`src/hdl/assert_macros.svh`:
```
// Assertion macros used by the RTL of the audio jitter ring buffer.
// No dependencies; included by the files that carry concurrent assertions.
`ifndef ASSERT_MACROS_SVH
`define ASSERT_MACROS_SVH

// Same-cycle implication, disabled while reset is asserted.
`define AJRB_ASSERT_SAME(label, clk, rst_n, ante, cons, msg) \
	label: assert property (@(posedge clk) disable iff (!rst_n) (ante) |-> (cons)) \
		else $error(msg);

// Next-cycle implication, disabled while reset is asserted.
`define AJRB_ASSERT_NEXT(label, clk, rst_n, ante, cons, msg) \
	label: assert property (@(posedge clk) disable iff (!rst_n) (ante) |=> (cons)) \
		else $error(msg);

`endif

```
`src/hdl/ajrb_pkg.sv`:
```
// Package for the audio jitter ring buffer: mode codes, register indexes,
// reset values and the status struct passed from the control unit to the top.
package ajrb_pkg;

	localparam int DEPTH_DEFAULT = 32768;

	localparam logic [15:0] START_LEVEL_RESET = 16'd2415;
	localparam logic [15:0] HIGH_WATER_RESET  = 16'd4485;

	typedef enum logic [1:0] {
		MODE_PUSH  = 2'd0,
		MODE_PULL  = 2'd1,
		MODE_CLEAR = 2'd2
	} mode_t;

	typedef enum logic {
		CFG_START_LEVEL = 1'b0,
		CFG_HIGH_WATER  = 1'b1
	} cfg_index_t;

	typedef struct packed {
		logic        deliver;
		logic        overwrote;
		logic        above;
		logic [15:0] fill;
	} ajrb_status_t;

endpackage

```
`src/hdl/ajrb_ctrl.sv`:
```
// Pointer, count and burst control of the audio jitter ring buffer.
// Depends on ajrb_pkg; drives the sample RAM addresses and the per-item status.
module ajrb_ctrl
	import ajrb_pkg::*;
#(
	parameter int DEPTH = DEPTH_DEFAULT
) (
	input  logic                     clk,
	input  logic                     arst_n,
	input  logic                     fire,
	input  logic [1:0]               mode,
	input  logic                     burst_start,
	input  logic [15:0]              start_level,
	input  logic [15:0]              high_water_level,
	output logic                     wr_en,
	output logic [$clog2(DEPTH)-1:0] wr_addr,
	output logic [$clog2(DEPTH)-1:0] rd_addr,
	output ajrb_status_t             status
);

	localparam int PTR_W = $clog2(DEPTH);
	localparam int CNT_W = $clog2(DEPTH + 1);
	localparam int CMP_W = (CNT_W > 16) ? CNT_W : 16;
	localparam logic [PTR_W-1:0] PTR_LAST = PTR_W'(DEPTH - 1);
	localparam logic [CNT_W-1:0] CNT_FULL = CNT_W'(DEPTH);

	logic [PTR_W-1:0] rd_ptr_q, wr_ptr_q, rd_ptr_d, wr_ptr_d, rd_ptr_inc, wr_ptr_inc;
	logic [CNT_W-1:0] count_q, count_d;
	logic             burst_open_q, burst_open_d;
	logic             deliver, overwrote;

	assign rd_ptr_inc = (rd_ptr_q == PTR_LAST) ? '0 : rd_ptr_q + 1'b1;
	assign wr_ptr_inc = (wr_ptr_q == PTR_LAST) ? '0 : wr_ptr_q + 1'b1;

	always_comb begin
		rd_ptr_d     = rd_ptr_q;
		wr_ptr_d     = wr_ptr_q;
		count_d      = count_q;
		burst_open_d = burst_open_q;
		deliver      = 1'b0;
		overwrote    = 1'b0;
		wr_en        = 1'b0;
		unique case (mode_t'(mode))
			MODE_PUSH: begin
				wr_en    = fire;
				wr_ptr_d = wr_ptr_inc;
				if (count_q == CNT_FULL) begin
					// Full store: the oldest sample is dropped in favour of the new one.
					rd_ptr_d  = rd_ptr_inc;
					overwrote = 1'b1;
				end else begin
					count_d = count_q + 1'b1;
				end
			end
			MODE_PULL: begin
				if (burst_start) begin
					burst_open_d = (CMP_W'(count_q) >= CMP_W'(start_level));
				end
				if (burst_open_d && count_q != '0) begin
					deliver  = 1'b1;
					rd_ptr_d = rd_ptr_inc;
					count_d  = count_q - 1'b1;
				end
			end
			MODE_CLEAR: begin
				rd_ptr_d = '0;
				wr_ptr_d = '0;
				count_d  = '0;
			end
			default: begin
			end
		endcase
	end

	always_ff @(posedge clk or negedge arst_n) begin
		if (!arst_n) begin
			rd_ptr_q     <= '0;
			wr_ptr_q     <= '0;
			count_q      <= '0;
			burst_open_q <= 1'b0;
		end else if (fire) begin
			rd_ptr_q     <= rd_ptr_d;
			wr_ptr_q     <= wr_ptr_d;
			count_q      <= count_d;
			burst_open_q <= burst_open_d;
		end
	end

	assign wr_addr          = wr_ptr_q;
	assign rd_addr          = rd_ptr_q;
	assign status.deliver   = deliver;
	assign status.overwrote = overwrote;
	assign status.above     = (CMP_W'(count_d) > CMP_W'(high_water_level));
	assign status.fill      = 16'(count_d);

endmodule
```
`config.mk`:
```
export PLATFORM = sky130hd
export DESIGN_NAME = ajrb_ctrl
export DESIGN_NICKNAME = d
export VERILOG_FILES = /design/src/hdl/assert_macros.svh /design/src/hdl/ajrb_pkg.sv /design/src/hdl/ajrb_ctrl.sv
export SDC_FILE = /design/constraint.sdc
export NUM_CORES = 1
export LEC_CHECK = 0
export BUFFER_PORTS_ARGS = -buffer_cell sky130_fd_sc_hd__buf_2
export CELL_PAD_IN_SITES_DETAIL_PLACEMENT = 1
export CELL_PAD_IN_SITES_GLOBAL_PLACEMENT = 1
export CORE_MARGIN = 8
export CORE_UTILIZATION = 44
export DETAILED_ROUTE_END_ITERATION = 7
export PLACE_DENSITY_LB_ADDON = 0.08
export SLEW_MARGIN = 0
export SYNTH_ARGS = -nofsm -noshare
export SYNTH_HDL_FRONTEND = slang
export SYNTH_SLANG_ARGS = --single-unit
```
`constraint.sdc`:
```
create_clock -name clk -period 11.9 [get_ports clk]
set_input_delay 0.595 -clock clk [delete_from_list [all_inputs] [get_ports clk]]
set_output_delay 0.595 -clock clk [all_outputs]
set_load 0.05 [all_outputs]
```
==> results of run 1 <==
where the power goes:
group	switching [uW]	internal, uW
Clock	68.3	63.5
Sequential	77.6	186
Combinational	256	125
Total	402	374
synth_stat cells (3+ instances only):
cell type,instances,area share (%)
o311ai_0,3,0.58
o211ai_1,11,1.8
nand2_1,50,4.1
o22ai_1,3,0.41
o21ai_0,46,5.1
nand3_1,40,4.4
nand4_1,18,2.5
dfrtp_1,47,26
o21a_1,8,1.3
or3_1,10,1.4
nand2b_1,5,0.69
xor2_1,3,0.58
nor3_1,18,2.0
inv_1,44,3.6
buf_4,3,0.50
a31oi_1,18,2.5
a211o_1,4,0.77
clkbuf_1,26,2.2
nor2b_1,4,0.55
o31ai_1,10,1.7
o221ai_1,4,0.77
a41oi_1,4,0.77
and3_1,13,1.8
a21oi_1,28,3.1
buf_2,7,0.77
nor2_1,71,5.9
xnor2_1,3,0.58
a21o_1,6,0.99
or4_1,3,0.50
or2_2,6,0.83
ha_1,36,9.9
mux2i_1,3,0.66
and2_1,3,0.41
o2bb2ai_1,3,0.58
worst max-delay path by stage:
stage | from | endpoint | slack [ns]
6_report | count_q[5] | status[16] | 5.96
5_1_grt | count_q[5] | status[16] | 5.56
4_1_cts | count_q[4] | status[16] | 6.03
3_5_place_dp | start_level[5] | status[16] | 6.34
3_3_place_gp | start_level[5] | status[16] | 6.54
2_1_floorplan | start_level[5] | status[16] | 5.67
stage by stage:
| step | total power [uW] | cells |
|---|---|---|
| 4_1_cts | 775 | 802 |
| 6_report | 777 | 802 |
| 2_1_floorplan | 533 | 609 |
| 3_5_place_dp | 643 | 794 |
| 5_1_grt | 825 | 802 |
| 3_3_place_gp | 627 | 794 |
cells in the final DEF (no fill, tap or decap), types with 28 or more instances in the layout:
master | netlist | final
buf_2 | 7 | 87
nand2_1 | 50 | 50
nand3_1 | 40 | 40
nor2_1 | 71 | 71
dfrtp_1 | 47 | 47
a21oi_1 | 28 | 28
o21ai_0 | 46 | 46
inv_1 | 44 | 44
ha_1 | 36 | 36
flip-flops by register name, summed over array words and instances (netlist names):
register	count
burst_open_q	1
wr_addr	15
rd_addr	15
count_q	16
cell type report:
class / instances / area [sq um]
fillers: 1329 / 5100
multi-input cells: 478 / 3010
flip-flops and latches: 47 / 1180
repair buffers: 88 / 443
well taps: 136 / 170
inverters: 45 / 169
clock buffers: 5 / 68.8
clock inverters: 3 / 46.3
worst max-delay path, cell delays in order (launching register included):
cell and delay [ns]:
dfrtp_1 0.56, ha_1 0.38, nand2_1 0.05, or3_1 0.33
o221ai_1 0.29, a311o_1 0.72, and2_1 0.29, a21oi_1 0.09
o311ai_0 0.62, ha_1 0.38, o21a_1 0.18, o21a_1 0.16
o21ai_0 0.18, a21oi_1 0.06, a2111oi_0 0.43, a21oi_1 0.07
buf_2 0.23
logic make-up (layout without fill, tap and decap cells):
kind of cell / Yosys count / in the layout / synth area share [%]
multiplexers: 5 / 5 / 1.16
AO/OA/AOI/OAI: 173 / 173 / 25.6
AND/OR/NAND/NOR: 258 / 258 / 28.5
buffers and inverters: 84 / 141 / 7.72
adder cells (fa/ha/maj): 36 / 36 / 9.93
flip-flops: 47 / 47 / 25.9
XOR/XNOR: 6 / 6 / 1.16
metal layers:
layer	part of all wire (%)	vias up
li1	-	2350
met1	46	2441
met2	47	182
met3	5.8	22
met4	1.4	0
met5	0	-
==> flow_metrics.py, run 1 <==
metrics = {
    "cts": {
        "post-cts-setup-buffer-count": 0,
        "h-tree-depth": 2,
        "clk_path_buf_depth": 2,
        "clock_latency_ns": 0.33,
        "cts_root_buf": "clkbuf_8",
        "holdBufCountCts": 0,
        "cts_sinks": 47,
        "cts.repair.resized": 0,
        "clkTransAtPathRegs_ns": 0.11,
        "cts_tree": "done",
        "numCtsBuffers": 5,
    },
    "synth": {
        "avgSynthCellArea_sq_um": 7.45,
        "synth_warnings": 0,
        "async_flop_share_pct": 100,
        "netlist_area_sq_um": 4540,
        "ys_types": 72,
        "synthFlopType": "dfrtp_1",
        "netlist_instances": 609,
        "synth_edf_count": 0,
        "ys_ff_latch": 47,
        "ys_seq_area_share_pct": 25.9,
        "synth_nets": 683,
    },
    "sta": {
        "worstMarginPinSlew_ns": 0.921,
        "fmax_mhz": 168,
        "slew_violations": 0,
        "slew_headroom_pct": 37.8,
        "setup_tns_ns": 0,
        "rsz0062_at_grt": "false",
        "setup_viol": 0,
        "skew_ns": 0.0113,
        "post-route-min-period_ns": 5.94,
        "setup_ws_ns": 5.96,
        "whs_ns": 0.359,
        "timing.final.crit_share_pct": 49.9,
        "hold_violations": 0,
    },
    "layout": {
        "design_area_sq_um": 5080,
        "final_core_util_pct": 49.9,
        "drive_gt1_share_pct": 16.8,
        "final_nets": 739,
        "antenna_cells": 0,
        "synthToLayoutAreaGrowth_pct": 12.1,
    },
    "global_route": {
        "overflow": 0,
        "gr-usage-met1_pct": 30.1,
        "grt_util_met2_pct": 38.8,
        "grt.total_usage_pct": 23.0,
        "grt_pass1_wl_mm": 26.8,
        "grt_start_max_net_pins": 48,
        "top_usage_layer": "met2",
        "grt_pass1_vias": 5150,
        "grt_antenna_before_repair": 0,
        "met3_usage_pct": 3.07,
    },
    "routing": {
        "vias_per_cell": 6.23,
        "wl_mm": 16.2,
        "detail_route.wl_per_cell_microns": 20.2,
        "via_count": 4995,
        "drt-initial-drc-count": 376,
        "drtAntennaViolNets": 0,
        "drc_errors": 0,
        "firstDrtPassIters": 7,
    },
    "critical_path": {
        "reg2reg_from": "count_q[5]",
        "worst-r2r-setup-slack_ns": 8.15,
        "startpoint_type": "flop",
        "crit_path_end_kind": "output pin",
        "cp.required_ns": 11.31,
        "reg2reg_to": "rd_addr[11]",
        "crit_type": "reg2out",
        "crit_arrival_ns": 5.35,
        "reg2reg_depth": 8,
        "cp_max_fo": 20,
    },
    "pwr": {
        "power.leakage_uw": 0.00236,
        "ir_drop_mv": 0.102,
        "power_density_nw_per_um2": 153,
    },
    "placement": {
        "hpwl_mm": 12.0,
        "port_buffers": 87,
        "placed_area_sq_um": 4970,
        "place_congestion": 0.913,
        "dp_slack_ns": 6.34,
    },
    "die": {
        "rows": 37,
        "start_util_pct": 44.5,
        "die_x_microns": 118,
        "io_pins": 88,
        "fp.dieH_microns": 118,
        "core-area_sq_um": 10200,
        "die_area_sq_um": 13800,
    },
    "worst_hold_path": {
        "hp-class": "in2async",
    },
    "flow_run": {
        "maxCapViolCount": 0,
    },
    "run_status": {
        "status": "finished, final reports clean",
    },
}
Note: power is estimated with default switching activity, not from simulation.
==> inputs of run 2 (changes only) <==
- ABC_AREA: unset -> 1
- CORE_UTILIZATION: 44 -> 36
- clock period: 11.9 -> 5.33 ns (I/O delays scaled with it)
==> run 2 against run 1 <==
Final cell count increased by 22%. First-iteration DRC count decreased by 59%. Setup slack got worse by 5.2 ns. Sequential cell count unchanged. Critical endpoint unchanged. Largest power group unchanged.
==> flow_metrics.py, run 2 <==
metrics = {
    "placement": {
        "place_congestion": 0.839,
        "placed_area_sq_um": 5370,
        "dp_slack_ns": 1.07,
        "hpwl_mm": 12.7,
        "port_buffers": 87,
    },
    "cts": {
        "numCtsBuffers": 5,
        "post-cts-setup-buffer-count": 0,
        "cts_tree": "done",
        "clock_latency_ns": 0.31,
        "cts_sinks": 47,
        "cts_root_buf": "clkbuf_16",
        "cts.repair.resized": 0,
        "h-tree-depth": 2,
        "clkTransAtPathRegs_ns": 0.07,
        "clk_path_buf_depth": 2,
        "holdBufCountCts": 0,
    },
    "layout": {
        "n_fill_cell": 1791,
        "final_nets": 873,
        "drive_gt1_share_pct": 18.5,
        "largest_reg_flops": 16,
        "layout_commonest_cell": "nand2_1",
        "multi_input_area_sq_um": 3010,
        "regArea_sq_um": 1180,
        "top_register": "count_q",
        "synthToLayoutAreaGrowth_pct": 14.5,
        "final_cell_mix": "170 x nand2_1, 125 x inv_1, 87 x buf_2",
        "design_area_sq_um": 5530,
        "antenna_cells": 0,
    },
    "worst_hold_path": {
        "hp-class": "in2async",
    },
    "synth": {
        "netlist_instances": 724,
        "synth_warnings": 0,
        "synthTopCellsByArea": "dfrtp_1 24%, nand2_1 13%, inv_1 9.7%, ha_1 9.3%, nand3_1 7.1%",
        "synth_top_area_cell": "dfrtp_1",
        "synth_edf_count": 0,
        "netlist_top_cells_count": "170 x nand2_1, 125 x inv_1, 69 x nand3_1",
        "ys_ff_latch": 47,
        "synth.most_common_cell": "nand2_1",
        "ys_seq_area_share_pct": 24.3,
        "netlist_area_sq_um": 4830,
        "synth_top_area_share_pct": 24.3,
        "synth_nets": 798,
        "avgSynthCellArea_sq_um": 6.68,
        "async_flop_share_pct": 100,
        "synthFlopType": "dfrtp_1",
        "ys_types": 45,
    },
    "critical_path": {
        "critPathMaxStageDelay_ns": 0.57,
        "worstSetupStartpoint": "count_q[0]",
        "slowest_stage": "nand2_1",
        "crit_type": "reg2out",
        "path_cells": "inv_1 > ha_1 > nand4_1 > nor2_1 > nor2_1 > nand2_1 > nand2_1 > nand2_1 > nand3_4 > nand2_1 > nand3_1 > a22oi_1 > ha_1 > nand2_1 > inv_1 > nand3_1 > or3_1 > a21o_1 > a21oi_1 > buf_2",
        "cp_max_fo": 21,
        "reg2reg_from": "count_q[0]",
        "startpoint_type": "flop",
        "cp.required_ns": 5.06,
        "cpMostUsedCell": "nand2_1",
        "crit_path_end_kind": "output pin",
        "crit_arrival_ns": 4.31,
    },
    "pwr": {
        "power.leakage_uw": 0.00295,
        "p_int_uw": 815,
        "power_density_nw_per_um2": 281,
        "pwr-share-seq_pct": 31.0,
        "p_sw_share_pct": 47.5,
        "p_switching_uw": 737,
        "ir_drop_mv": 0.120,
        "power_frac_comb_pct": 44.5,
        "p_clk_share_pct": 24.5,
    },
    "global_route": {
        "grt_pass1_wl_mm": 27.2,
        "grt_pass1_vias": 5489,
        "grt_start_max_net_pins": 48,
        "overflow": 0,
        "grt_antenna_before_repair": 0,
        "grt.total_usage_pct": 18.9,
    },
    "sta": {
        "timing.final.crit_share_pct": 85.8,
        "slew_violations": 0,
        "worstMarginPinSlew_ns": 1.21,
        "skew_ns": 0.00196,
        "rsz0062_at_grt": "false",
        "hold_violations": 0,
        "slew_headroom_pct": 19.2,
        "fmax_mhz": 219,
        "whs_ns": 0.0767,
        "setup_tns_ns": 0,
        "post-route-min-period_ns": 4.57,
        "setup_viol": 0,
        "setup_ws_ns": 0.757,
    },
    "die": {
        "die_x_microns": 132,
        "io_pins": 88,
        "start_util_pct": 36.7,
        "die_area_sq_um": 17400,
        "core-area_sq_um": 13200,
        "fp.dieH_microns": 132,
        "rows": 42,
    },
    "routing": {
        "firstDrtPassIters": 4,
        "drc_errors": 0,
        "detail_route.wl_per_cell_microns": 16.7,
        "vias_per_cell": 5.11,
        "wl_mm": 16.3,
        "via_count": 4984,
        "drtAntennaViolNets": 0,
        "drt-initial-drc-count": 154,
    },
    "run_status": {
        "status": "finished, final reports clean",
    },
    "flow_run": {
        "maxCapViolCount": 0,
    },
}
-- run 2: changes by cell type in the layout (fill, tap and decap cells not counted), sizes merged, moves of 8 or more --
cell | previous run | this run
xor2 | 3 | 20
a22oi | 2 | 14
nand4 | 18 | 26
nor3 | 18 | 10
o211ai | 11 | 1
and3 | 13 | 0
a31oi | 19 | 3
o21ai | 46 | 33
or3 | 10 | 1
nand3 | 40 | 75
inv | 45 | 137
nand2 | 50 | 176
-- run 2: path summary, 6_finish.rpt --
| check | endpoint | slack [ns] | depth (start not counted) |
|---|---|---|---|
| worst max-delay path | status[16] | 0.76 | 20 |
| worst min-delay path | rd_addr[7] | 0.08 | 2 |
| worst max register to register | rd_addr[6] | 2.37 | 12 |
| worst min register to register | burst_open_q | 0.52 | 1 |
| max in group asynchronous | count_q[13] | 4.82 | 2 |
| min in group clk | wr_addr[1] | 0.40 | 3 |
-- run 2: final cells by class --
type	instances	area share [%]
multi-input combinational	519	54.4
sequential	47	21.3
inverter	137	9.29
timing repair buffer	89	8.14
tap	176	3.98
clock buffer	5	2.26
clock inverter	2	0.678
-- run 2: power by group through the flow --
stage | Sequential, uW | Combinational, uW | Clock, uW
after CTS | 481 | 700 | 390
after floorplan | 527 | 461 | 0
after global placement | 485 | 674 | 0
after detailed placement | 488 | 696 | 0
final | 481 | 691 | 381
after global routing | 490 | 770 | 398
-- run 2: per-layer routing --
metal / global-route usage, % / part of all wire (%) / vias up
li1: - / - / 2490
met1: 21.4 / 44 / 2386
met2: 34.7 / 51 / 89
met3: 3.28 / 3.6 / 19
met4: 6.32 / 1.8 / 0
met5: 0 / 0 / -
-- run 2: per-stage QoR --
stage	total power (uW)	instances	util, %
5_1_grt	1660	975	42.0
6_report	1550	975	42.0
2_1_floorplan	989	724	-
4_1_cts	1570	975	42.0
3_5_place_dp	1180	968	40.7
3_3_place_gp	1160	968	40.7
-- run 2: kinds of logic after synthesis --
| group | after synthesis | share of synthesized area, % |
|---|---|---|
| mux | 3 | 0.647 |
| fa+ha+maj | 36 | 9.32 |
| flops | 47 | 24.3 |
| xor+xnor | 23 | 4.17 |
| buf+inv | 158 | 13.4 |
| simple gates | 367 | 35.8 |
| compound gates | 90 | 12.3 |
-- run 2: worst max-delay path, delay by kind of cell, from the launching register on --
kind / cells / cell delay, ns
AOI/OAI and AO/OA: 3 / 0.51
and+or+nand+nor: 12 / 2.03
adders and majority gates: 2 / 0.48
DFF: 1 / 0.50
buffers and inverters: 3 / 0.48
==> inputs of run 3 (changes only) <==
- CELL_PAD_IN_SITES_DETAIL_PLACEMENT: 1 -> unset
- CELL_PAD_IN_SITES_GLOBAL_PLACEMENT: 1 -> unset
- CORE_UTILIZATION: 36 -> 52
==> run 3 against run 2 <==
Sequential share of layout area grew 0.60 points. Total power shrank 10%. Sequential cell count is the same. Core utilization grew 17 points. Register-to-register slack gained 0.35 ns. Die area shrank 27%. Worst hold slack lost 0.029 ns. Combinational power shrank 2%. Critical endpoint unchanged.
==> flow_metrics.py, run 3 (synthesized netlist as in run 2, its figures left out) <==
metrics = {
    "run_status": {
        "status": "finished, final reports clean",
    },
    "routing": {
        "detail_route.wl_per_cell_microns": 14.9,
        "firstDrtPassIters": 5,
        "drt-initial-drc-count": 319,
        "vias_per_cell": 5.40,
        "drtAntennaViolNets": 0,
        "wl_mm": 13.6,
        "via_count": 4919,
        "drc_errors": 0,
    },
    "die": {
        "core-area_sq_um": 9150,
        "rows": 35,
        "die_area_sq_um": 12600,
        "die_x_microns": 112,
        "fp.dieH_microns": 112,
        "io_pins": 88,
        "start_util_pct": 52.8,
    },
    "cts": {
        "cts_root_buf": "clkbuf_8",
        "h-tree-depth": 2,
        "post-cts-setup-buffer-count": 0,
        "clock_latency_ns": 0.32,
        "numCtsBuffers": 5,
        "holdBufCountCts": 0,
        "cts_tree": "done",
        "cts_sinks": 47,
        "cts.repair.resized": 0,
        "clk_path_buf_depth": 2,
        "clkTransAtPathRegs_ns": 0.10,
    },
    "global_route": {
        "overflow": 0,
        "grt.total_usage_pct": 21.8,
        "grt_pass1_vias": 4823,
        "grt_start_max_net_pins": 48,
        "grt_antenna_before_repair": 0,
        "grt_pass1_wl_mm": 22.9,
    },
    "pwr": {
        "power.total_uw": 1390,
        "power_density_nw_per_um2": 259,
        "ir_drop_mv": 0.223,
        "power.leakage_uw": 0.00292,
    },
    "layout": {
        "final_nets": 873,
        "synthToLayoutAreaGrowth_pct": 11.3,
        "antenna_cells": 0,
        "largest_reg_flops": 16,
        "regArea_sq_um": 1180,
        "design_area_sq_um": 5380,
        "n_fill_cell": 931,
        "multi_input_area_sq_um": 3010,
        "top_register": "count_q",
        "final_cell_mix": "170 x nand2_1, 125 x inv_1, 87 x buf_2",
        "layout_commonest_cell": "nand2_1",
        "drive_gt1_share_pct": 18.6,
    },
    "critical_path": {
        "worst-r2r-setup-slack_ns": 2.72,
        "cp_max_fo": 21,
        "crit_arrival_ns": 4.04,
        "crit_path_end_kind": "output pin",
        "crit_type": "reg2out",
        "cp.required_ns": 5.06,
        "startpoint_type": "flop",
    },
    "worst_hold_path": {
        "hp-class": "in2async",
    },
    "sta": {
        "slew_violations": 0,
        "timing.final.crit_share_pct": 80.7,
        "setup_tns_ns": 0,
        "setup_viol": 0,
        "hold_violations": 0,
        "skew_ns": 0.0103,
        "slew_headroom_pct": 24.3,
        "rsz0062_at_grt": "false",
        "fmax_mhz": 232,
        "post-route-min-period_ns": 4.30,
        "worstMarginPinSlew_ns": 1.13,
        "setup_ws_ns": 1.03,
    },
    "placement": {
        "port_buffers": 87,
        "place_congestion": 0.945,
        "dp_slack_ns": 1.41,
        "placed_area_sq_um": 5290,
        "hpwl_mm": 10.4,
    },
    "flow_run": {
        "maxCapViolCount": 0,
    },
}
-- run 3: stage by stage --
| stage | std cells | utilization (%) | hold WS (ns) |
|---|---|---|---|
| 4_1_cts | 911 | 58.8 | 0.0723 |
| 3_3_place_gp | 903 | 57.8 | 0.414 |
| 2_1_floorplan | 724 | - | -0.0291 |
| 5_1_grt | 911 | 58.8 | 0.106 |
| 6_report | 911 | 58.8 | 0.0475 |
| 3_5_place_dp | 903 | 57.8 | 0.420 |
-- run 3: worst paths after layout --
kind                         startpoint           end  depth (start not counted)
setup / recovery             count_q[0]    status[16]                         21
hold / removal                   arst_n    wr_addr[7]                          2
setup reg to reg             count_q[0]   rd_addr[14]                         13
hold reg to reg            burst_open_q  burst_open_q                          1
max in group asynchronous        arst_n    rd_addr[8]                          2
min in group clk                mode[0]    wr_addr[1]                          3
-- run 3: layer usage --
metal  share of wire, %  global-route usage, %
met1                 43                   25.8
met2                 49                   38.6
met3                6.6                   4.03
met4                2.0                   7.82
met5                  0                      0
-- run 3: final cells by class --
| cell class | instances | area share [%] |
|---|---|---|
| Multi-Input combinational cell | 519 | 55.9 |
| Tap cell | 111 | 2.58 |
| Clock inverter | 3 | 0.419 |
| Inverter | 137 | 9.56 |
| Timing Repair Buffer | 89 | 8.37 |
| Sequential cell | 47 | 21.9 |
| Clock buffer | 5 | 1.28 |
-- run 3: critical path: stages (launching register included) --
cell and delay [ns]:
dfrtp_1 0.49, inv_1 0.14, ha_1 0.30, nand4_1 0.12, nor2_1 0.11, nor2_1 0.04, nand2_1 0.08, nand2_1 0.08
nand2_1 0.06, buf_4 0.25, nand3_4 0.20, nand2_1 0.14, nand3_1 0.10, a22oi_1 0.26, ha_1 0.16, nand2_1 0.06
inv_1 0.05, nand3_1 0.11, or3_1 0.38, a21o_1 0.17, a21oi_1 0.12, buf_2 0.28
-- run 3: where the power goes --
group          total, uW  internal, uW  leakage (uW)  switching (uW)
Sequential           475           399      0.000609            76.3
Combinational        677           196       0.00227             481
Clock                241          95.5     0.0000489             146
